`src/kcv_pkg.sv`:
```
// shared types, constants and fixed-point helpers of the kalman tracker
`default_nettype none
package kcv_pkg;

	localparam int FRAC = 16;

	typedef logic signed [31:0] fx_t;
	typedef logic signed [63:0] wide_t;

	localparam fx_t         FX_ONE     = 32'(64'sd1 <<< FRAC);
	localparam fx_t         FX_FOUR    = 32'(64'sd4 <<< FRAC);
	localparam fx_t         FX_MAX     = 32'sh7fffffff;
	localparam fx_t         FX_MIN     = 32'sh80000000;
	localparam wide_t       WIDE_MAX   = 64'sd2147483647;
	localparam wide_t       WIDE_MIN   = -64'sd2147483648;
	localparam logic [31:0] PNOISE_RST = 32'd655;
	localparam logic [31:0] MNOISE_RST = 32'd65536;

	// register indexes of the configuration port
	localparam logic REG_PNOISE = 1'b0;
	localparam logic REG_MNOISE = 1'b1;

	typedef enum logic [1:0] {
		ST_NORMAL   = 2'd0,
		ST_SEEDED   = 2'd1,
		ST_SINGULAR = 2'd2,
		ST_NO_INIT  = 2'd3
	} status_t;

	typedef enum logic [6:0] {
		PH_IDLE = 7'b0000001,
		PH_DET  = 7'b0000010,
		PH_DIV  = 7'b0000100,
		PH_GAIN = 7'b0001000,
		PH_UPD  = 7'b0010000,
		PH_COV  = 7'b0100000,
		PH_DONE = 7'b1000000
	} phase_t;

	// clamp a wide value to the 32-bit range
	function automatic fx_t sat64(input wide_t v);
		fx_t r;
		if (v > WIDE_MAX) r = FX_MAX;
		else if (v < WIDE_MIN) r = FX_MIN;
		else r = v[31:0];
		return r;
	endfunction

	function automatic fx_t sadd(input fx_t a, input fx_t b);
		wide_t s;
		s = 64'(a) + 64'(b);
		return sat64(s);
	endfunction

	function automatic fx_t ssub(input fx_t a, input fx_t b);
		wide_t s;
		s = 64'(a) - 64'(b);
		return sat64(s);
	endfunction

	function automatic fx_t sadd_u(input fx_t a, input logic [31:0] u);
		wide_t s;
		s = 64'(a) + $signed({32'd0, u});
		return sat64(s);
	endfunction

	// product back to FRAC fraction bits, ties toward plus infinity
	function automatic wide_t rnd(input wide_t p);
		return (p + (64'sd1 <<< (FRAC - 1))) >>> FRAC;
	endfunction

endpackage
`default_nettype wire

```
`src/kcv_div.sv`:
```
// restoring divider: (num << FRAC) / den, truncated toward zero, saturated
`default_nettype none
module kcv_div import kcv_pkg::*; (
	input  logic               clk,
	input  logic               arst_n,
	input  logic               start,
	input  logic signed [32:0] num,
	input  fx_t                den,
	output logic               done,
	output fx_t                quo
);
	localparam int DW = 33 + FRAC;
	localparam int CW = $clog2(DW + 1);

	logic [DW-1:0] dvd_q;
	logic [DW-1:0] quo_q;
	logic [32:0]   rem_q;
	logic [31:0]   dmag_q;
	logic          neg_q;
	logic [CW-1:0] cnt_q;
	logic          busy_q;
	logic          done_q;

	logic [32:0] nmag;
	logic [32:0] shifted;
	logic        fits;

	assign nmag    = num[32] ? 33'(-num) : 33'(num);
	assign shifted = {rem_q[31:0], dvd_q[DW-1]};
	assign fits    = shifted >= {1'b0, dmag_q};

	// one quotient bit per cycle
	always_ff @(posedge clk or negedge arst_n) begin
		if (!arst_n) begin
			busy_q <= 1'b0;
			done_q <= 1'b0;
			cnt_q  <= '0;
		end else begin
			done_q <= 1'b0;
			if (start) begin
				dvd_q  <= DW'(nmag) << FRAC;
				dmag_q <= den[31] ? 32'(-den) : 32'(den);
				neg_q  <= num[32] ^ den[31];
				rem_q  <= '0;
				quo_q  <= '0;
				cnt_q  <= CW'(DW);
				busy_q <= 1'b1;
			end else if (busy_q) begin
				rem_q <= fits ? shifted - {1'b0, dmag_q} : shifted;
				quo_q <= {quo_q[DW-2:0], fits};
				dvd_q <= dvd_q << 1;
				cnt_q <= cnt_q - 1'b1;
				if (cnt_q == CW'(1)) begin
					busy_q <= 1'b0;
					done_q <= 1'b1;
				end
			end
		end
	end

	// sign and clamp
	always_comb begin
		if (neg_q) begin
			if (quo_q > DW'(64'h80000000)) quo = FX_MIN;
			else quo = 32'(-quo_q[31:0]);
		end else begin
			if (quo_q > DW'(64'h7fffffff)) quo = FX_MAX;
			else quo = quo_q[31:0];
		end
	end

	assign done = done_q;

endmodule
`default_nettype wire

```
`config.mk`:
```
export PLATFORM = sky130hd
export DESIGN_NAME = kcv_div
export DESIGN_NICKNAME = d
export VERILOG_FILES = /design/src/kcv_pkg.sv /design/src/kcv_div.sv
export SDC_FILE = /design/constraint.sdc
export NUM_CORES = 1
export LEC_CHECK = 0
export BUFFER_PORTS_ARGS = -buffer_cell sky130_fd_sc_hd__clkbuf_2
export CAP_MARGIN = 10
export CORE_ASPECT_RATIO = 1.25
export CORE_MARGIN = 2
export CORE_UTILIZATION = 50
export CTS_CLUSTER_SIZE = 25
export DETAILED_ROUTE_END_ITERATION = 8
export HOLD_SLACK_MARGIN = 0.1
export PLACE_DENSITY_LB_ADDON = 0.15
export SYNTH_ARGS = -nofsm -noshare
export SYNTH_HDL_FRONTEND = slang
export SYNTH_SLANG_ARGS = --single-unit
```
`constraint.sdc`:
```
create_clock -name clk -period 3.3 [get_ports clk]
set_input_delay 0.33 -clock clk [delete_from_list [all_inputs] [get_ports clk]]
set_output_delay 0.33 -clock clk [all_outputs]
set_load 0.02 [all_outputs]
```
==> flow_metrics.py, run 1 <==
metrics = {
    "outcome": {
        "status": "complete, but fails checks",
        "violations": "setup timing",
    },
    "power": {
        "combPwrFrac_pct": 28.9,
        "pwr-share-seq_pct": 41.2,
        "power.density_nw_per_um2": 465,
        "vdd_drop_max_v": 0.000406,
        "p_clk_share_pct": 29.9,
        "switching_share_pct": 32.1,
        "internal_power_mw": 4.53,
        "power_leakage_nw": 6.06,
        "power_switching_mw": 2.14,
        "p_total_mw": 6.67,
    },
    "floorplanning": {
        "die_h_um": 174,
        "fp.dieW_um": 140,
        "dieArea_um2": 24300,
        "io_pins": 101,
        "rows": 62,
        "fp.coreArea_um2": 22800,
        "start_util_pct": 50.5,
    },
    "global_routing": {
        "grtUsageMet3_pct": 3.45,
        "grt_pass1_wl_um": 43100,
        "overflow": 0,
        "top_usage_layer": "met2",
        "antenna_found_initial": 0,
        "met1_usage_pct": 27.7,
        "grt_pass1_vias": 9053,
        "use_met2_pct": 36.2,
        "grtUsageTotal_pct": 21.3,
        "grt_max_degree": 125,
    },
    "drt": {
        "drtAntennaViolNets": 0,
        "via_per_inst": 5.88,
        "wl_per_cell_um": 16.4,
        "drt-pass1-iter-count": 8,
        "post-route-drc-count": 0,
        "detail_route.iter0.violations": 590,
        "vias": 9677,
        "totalWireLength_um": 27000,
    },
    "clock_network": {
        "numCtsBuffers": 17,
        "cts_root_buffer": "clkbuf_16",
        "clockBufferDepth": 2,
        "h-tree-depth": 4,
        "insertion_delay_ns": 0.44,
        "cts_tree": "done",
        "cts.sinks": 171,
        "cts.clk_slew.worst_paths_ns": 0.08,
    },
    "sta": {
        "period_minus_slack_ns": 3.99,
        "fmax_mhz": 251,
        "post-route-period-util_pct": 121,
        "setup_violations": 32,
        "slew_viol_final": 0,
        "hold_slack_ns": 0.171,
        "clock_skew_ns": 0.0144,
        "tns_ns": -8.32,
        "hold_viol": 0,
        "layout_setup_ws_ns": -0.686,
        "relSlewSlack_pct": 50.1,
        "max_slew.worst_pin.slew_ns": 0.748,
        "rsz0062_at_grt": "yes",
    },
    "finish": {
        "fill_cells": 1881,
        "final_util_pct": 62.8,
        "drive_gt1_share_pct": 22.5,
        "final_common_cell": "edfxtp_1",
        "stdcell_area_um2": 14300,
        "final_cell_mix": "edfxtp_1, nor2_1, nand2_1",
        "syn_to_final_growth_pct": 24.3,
        "n_antenna_cell": 0,
        "stdcell_count": 1645,
        "nets": 1451,
    },
    "setup_path": {
        "path_cells": "or3_4 -> or3_4 -> or4_4 -> or3_4 -> or3_4 -> or3_4 -> o211ai_2 -> o31ai_2 -> a21boi_2 -> buf_4",
        "startpoint": "quo_q[0]$_SDFFCE_PP0P_",
        "path_max_fanout": 4,
        "crit_cells": 10,
        "rrSetupSlack_ns": 0.12,
        "rr_startpoint": "rem_q[1]$_SDFFCE_PP0P_",
        "worstSetupPathType": "register to output port",
        "setup.worst_path.end_class": "output port",
        "slowest_delay_ns": 0.43,
        "worstPathArrival_ns": 3.66,
        "cpMostUsedCell": "or3_4",
        "worstPathRequired_ns": 2.97,
        "critPathTopFamily": "simple AND/OR/NAND/NOR gates",
        "crit_path_start_kind": "register",
        "worst-r2r-cell-count": 11,
        "cp-endpoint": "quo[31]",
        "reg2reg_to": "rem_q[5]$_SDFFCE_PP0P_",
        "slowest_stage": "or4_4",
        "critical_path_buf_inv_count": 1,
    },
    "place": {
        "place_area_um2": 12800,
        "pre_cts_ws_ns": -0.178,
        "io_buffer_count": 100,
        "dp.final_hpwl_um": 18000,
        "dp_cells": 1588,
        "place_congestion": 0.902,
    },
    "yosys": {
        "syn_inst": 1196,
        "synth_top_area_share_pct": 42.5,
        "syn_nets": 1303,
        "synth_area_um2": 11500,
        "yosysTopAreaCell": "edfxtp_1",
        "async_flop_share_pct": 4.68,
        "synth.distinct_cells": 66,
        "ys_dominant_reg_cell": "edfxtp_1",
        "synth_seq_cells": 171,
        "syn_avg_cell_area_um2": 9.63,
        "synth_edf_count": 163,
        "yosysSeqAreaShare_pct": 44.2,
        "synth_area_leaders": "edfxtp_1, mux2i_1, xnor2_1",
        "yosysWarnings": 0,
    },
    "flow_run": {
        "cap_violations": 0,
    },
    "worst_hold_path": {
        "hold_class": "input port to asynchronous set/reset pin",
    },
}
-- cells in the mapped netlist (15+ instances only) --
master / instances
a21o_1: 15
edfxtp_1: 163
o21ai_0: 51
a211oi_1: 29
or3_1: 21
nand2_1: 127
xnor2_1: 75
nand4_1: 15
nor3_1: 25
mux2i_1: 83
o31ai_1: 23
ha_1: 38
a21oi_1: 64
xor2_1: 18
o311ai_0: 17
nand3_1: 23
nor2_1: 129
nor4_1: 16
inv_1: 61
a22o_1: 32
clkbuf_1: 52
-- worst min path at each step --
stage	slack [ns]	depth (start not counted)	from	endpoint
finish	0.17	2	arst_n	cnt_q[5]$_DFFE_PN0N_
global route	0.20	2	den[20]	dmag_q[20]$_DFFE_PP_
CTS	0.18	2	den[10]	dmag_q[10]$_DFFE_PP_
detailed placement	0.52	2	cnt_q[5]$_DFFE_PN0N_	cnt_q[5]$_DFFE_PN0N_
global placement	0.51	2	cnt_q[5]$_DFFE_PN0N_	cnt_q[5]$_DFFE_PN0N_
floorplan	0.03	0	arst_n	busy_q$_DFF_PN0_
-- layer usage --
metal	wire [um]	share of wire [%]
met1	11800	44
met2	13500	50
met3	1050	3.9
met4	661	2.4
met5	0	0
-- power groups by stage --
| stage | combinational (mW) | clock, mW | sequential [mW] |
|---|---|---|---|
| CTS | 1.78 | 2.04 | 2.74 |
| floorplan | 1.22 | 0 | 2.76 |
| detailed placement | 1.71 | 0 | 2.78 |
| global route | 2.12 | 2.12 | 2.77 |
| finish | 1.93 | 1.99 | 2.74 |
| global placement | 1.69 | 0 | 2.78 |
-- sequential cells by signal, indices dropped and copies added, names as in the netlist --
signal / count
busy_q: 1
rem_q: 32
done: 1
neg_q: 1
quo_q: 49
cnt_q: 6
dvd_q: 49
dmag_q: 32
-- timing repair --
action | in CTS | in global routing
hold buffers | 1 | 0
cloned | 1 | 4
pin swaps | 17 | 14
resized for setup | 84 | 76
setup buffers | 15 | 8
setup endpoints to repair | 32 | 63
hold endpoints to repair | 1 | 0
-- final cells by class --
cell class	count	area [um^2]	share of cell area [%]
timing repair buffer	194	1570	11.0
clock buffer	17	425	2.97
tap	288	360	2.52
sequential	171	5100	35.6
inverter	63	244	1.70
clock inverter	15	174	1.21
multi-input combinational	897	6450	45.0
-- kinds of logic (layout without fill, tap and decap cells) --
kind of cell | Yosys count | in the layout | share of synthesized area [%]
AND/OR/NAND/NOR | 400 | 400 | 16.1
multiplexers | 84 | 84 | 7.31
buffers and inverters | 128 | 289 | 4.27
adder cells (fa/ha/maj) | 39 | 39 | 4.30
XOR/XNOR | 93 | 93 | 7.07
AO/OA/AOI/OAI | 281 | 281 | 16.7
flip-flops | 171 | 171 | 44.2
(Power assumes the default switching activity.)
==> run 2: changes to the inputs <==
Settings changed: BUFFER_PORTS_ARGS -buffer_cell sky130_fd_sc_hd__clkbuf_2 to default, CORE_UTILIZATION 50 to 45, DONT_BUFFER_PORTS from default to 1, RECOVER_POWER from default to 25.
==> flow_metrics.py, run 2 (same netlist as run 1, synthesis figures left out) <==
metrics = {
    "drt": {
        "vias": 9362,
        "drt-pass1-iter-count": 5,
        "wl_per_cell_um": 16.6,
        "post-route-drc-count": 0,
        "detail_route.iter0.violations": 516,
        "totalWireLength_um": 27400,
        "via_per_inst": 5.69,
        "drtAntennaViolNets": 0,
    },
    "sta": {
        "setup_violations": 28,
        "fmax_mhz": 258,
        "tns_ns": -4.25,
        "rsz0062_at_grt": "yes",
        "clock_skew_ns": 0.0102,
        "slew_viol_final": 265,
        "hold_viol": 0,
        "relSlewSlack_pct": -80.6,
        "post-route-period-util_pct": 117,
        "layout_setup_ws_ns": -0.577,
        "period_minus_slack_ns": 3.88,
        "max_slew.worst_pin.slew_ns": 2.71,
    },
    "finish": {
        "final-seq-area_um2": 5100,
        "syn_to_final_growth_pct": 22.9,
        "multi_input_area_um2": 6420,
        "final_util_pct": 56.2,
        "final_common_cell": "edfxtp_1",
        "largestRegisters": "dvd_q: 49 flops, quo_q: 49 flops",
        "drive_gt1_share_pct": 17.0,
        "stdcell_area_um2": 14200,
        "nets": 1404,
        "final_cell_mix": "edfxtp_1, nor2_1, nand2_1",
        "fill_cells": 2264,
        "n_antenna_cell": 0,
        "stdcell_count": 1645,
    },
    "clock_network": {
        "clockBufferDepth": 2,
        "cts.sinks": 171,
        "cts_root_buffer": "clkbuf_16",
        "cts.clk_slew.worst_paths_ns": 0.07,
        "h-tree-depth": 4,
        "numCtsBuffers": 17,
        "insertion_delay_ns": 0.44,
        "cts_tree": "done",
    },
    "power": {
        "power_leakage_nw": 5.80,
        "power.density_nw_per_um2": 476,
        "vdd_drop_max_v": 0.000396,
    },
    "worst_hold_path": {
        "hold-path-endpoint": "dmag_q[17]$_DFFE_PP_",
        "hold_class": "input port to register",
        "min_from": "den[17]",
        "hold_depth": 1,
    },
    "place": {
        "io_buffer_count": 0,
        "dp.final_hpwl_um": 17900,
        "dp_cells": 1565,
        "place_congestion": 0.881,
        "place_area_um2": 12600,
        "pre_cts_ws_ns": -0.151,
    },
    "setup_path": {
        "path_max_fanout": 3,
        "slowest_stage": "or4_4",
        "worstPathArrival_ns": 3.55,
        "slowest_delay_ns": 0.44,
        "worstPathRequired_ns": 2.97,
        "worstSetupPathType": "register to output port",
        "rrSetupSlack_ns": 0.18,
        "rr_startpoint": "rem_q[4]$_SDFFCE_PP0P_",
        "crit_path_start_kind": "register",
        "worst-r2r-cell-count": 12,
        "reg2reg_to": "rem_q[28]$_SDFFCE_PP0P_",
        "setup.worst_path.end_class": "output port",
        "path_cells": "or3_4 -> or3_4 -> or4_4 -> or3_4 -> or3_4 -> or3_4 -> o211ai_2 -> o31ai_2 -> a21boi_2",
        "cpMostUsedCell": "or3_4",
        "startpoint": "quo_q[0]$_SDFFCE_PP0P_",
    },
    "floorplanning": {
        "die_h_um": 183,
        "rows": 65,
        "fp.dieW_um": 147,
        "start_util_pct": 45.7,
        "dieArea_um2": 26900,
        "io_pins": 101,
        "fp.coreArea_um2": 25200,
    },
    "global_routing": {
        "overflow": 0,
        "antenna_found_initial": 0,
        "top_usage_layer": "met2",
        "met1_usage_pct": 25.6,
        "grt_max_degree": 125,
        "grt_pass1_vias": 9108,
        "grtUsageMet3_pct": 3.38,
        "use_met2_pct": 35.2,
        "grt_pass1_wl_um": 44600,
        "grtUsageTotal_pct": 20.3,
    },
    "flow_run": {
        "cap_violations": 3,
    },
    "outcome": {
        "violations": "capacitance limit, slew limit, setup timing",
        "status": "complete, but fails checks",
    },
}
[run 2: power breakdown]
| part | total [mW] | internal [mW] | switching [mW] |
|---|---|---|---|
| combinational | 1.79 | 0.830 | 0.963 |
| sequential | 2.76 | 2.63 | 0.128 |
| clock | 2.18 | 1.34 | 0.841 |
| total | 6.74 | 4.81 | 1.93 |
[run 2: layout make-up]
class | count | share of cell area [%]
clock inverters | 11 | 1.35
multi-input cells | 897 | 45.4
clock buffers | 21 | 3.11
well taps | 335 | 2.96
inverters | 63 | 1.72
repair buffers | 147 | 9.47
flip-flops and latches | 171 | 36.0
[run 2: worst max path at each step]
| stage | endpoint | cells past startpoint |
|---|---|---|
| CTS | quo[31] | 9 |
| detailed placement | quo[31] | 9 |
| global placement | quo[31] | 9 |
| floorplan | quo[31] | 9 |
| global route | quo[31] | 9 |
| finish | quo[31] | 9 |
[run 2: critical path: cells and delay by family (launching register included)]
family | cells | cell delay, ns
and+or+nand+nor | 6 | 2.19
AOI/OAI and AO/OA | 3 | 0.53
DFF | 1 | 0.38
[run 2: routing by layer]
metal | vias to the layer above | part of all wire [%]
li1 | 4623 | -
met1 | 4539 | 45
met2 | 169 | 50
met3 | 31 | 3.1
met4 | 0 | 2.2
met5 | - | 0
[run 2: repair_timing]
action                                  CTS  global route
pin swaps                                20            12
cloned                                    1             0
gates resized for setup                  50            46
endpoints found under the hold margin   201             0
hold buffers                             34             0
buffers inserted                          7             6
endpoints found under the setup margin   32            64
[run 2: metrics by stage]
stage | hold slack [ns] | power, mW
global route | 0.104 | 7.09
finish | 0.113 | 6.74
floorplan | 0.0344 | 3.98
CTS | 0.101 | 6.71
global placement | 0.0479 | 4.37
detailed placement | 0.0430 | 4.38
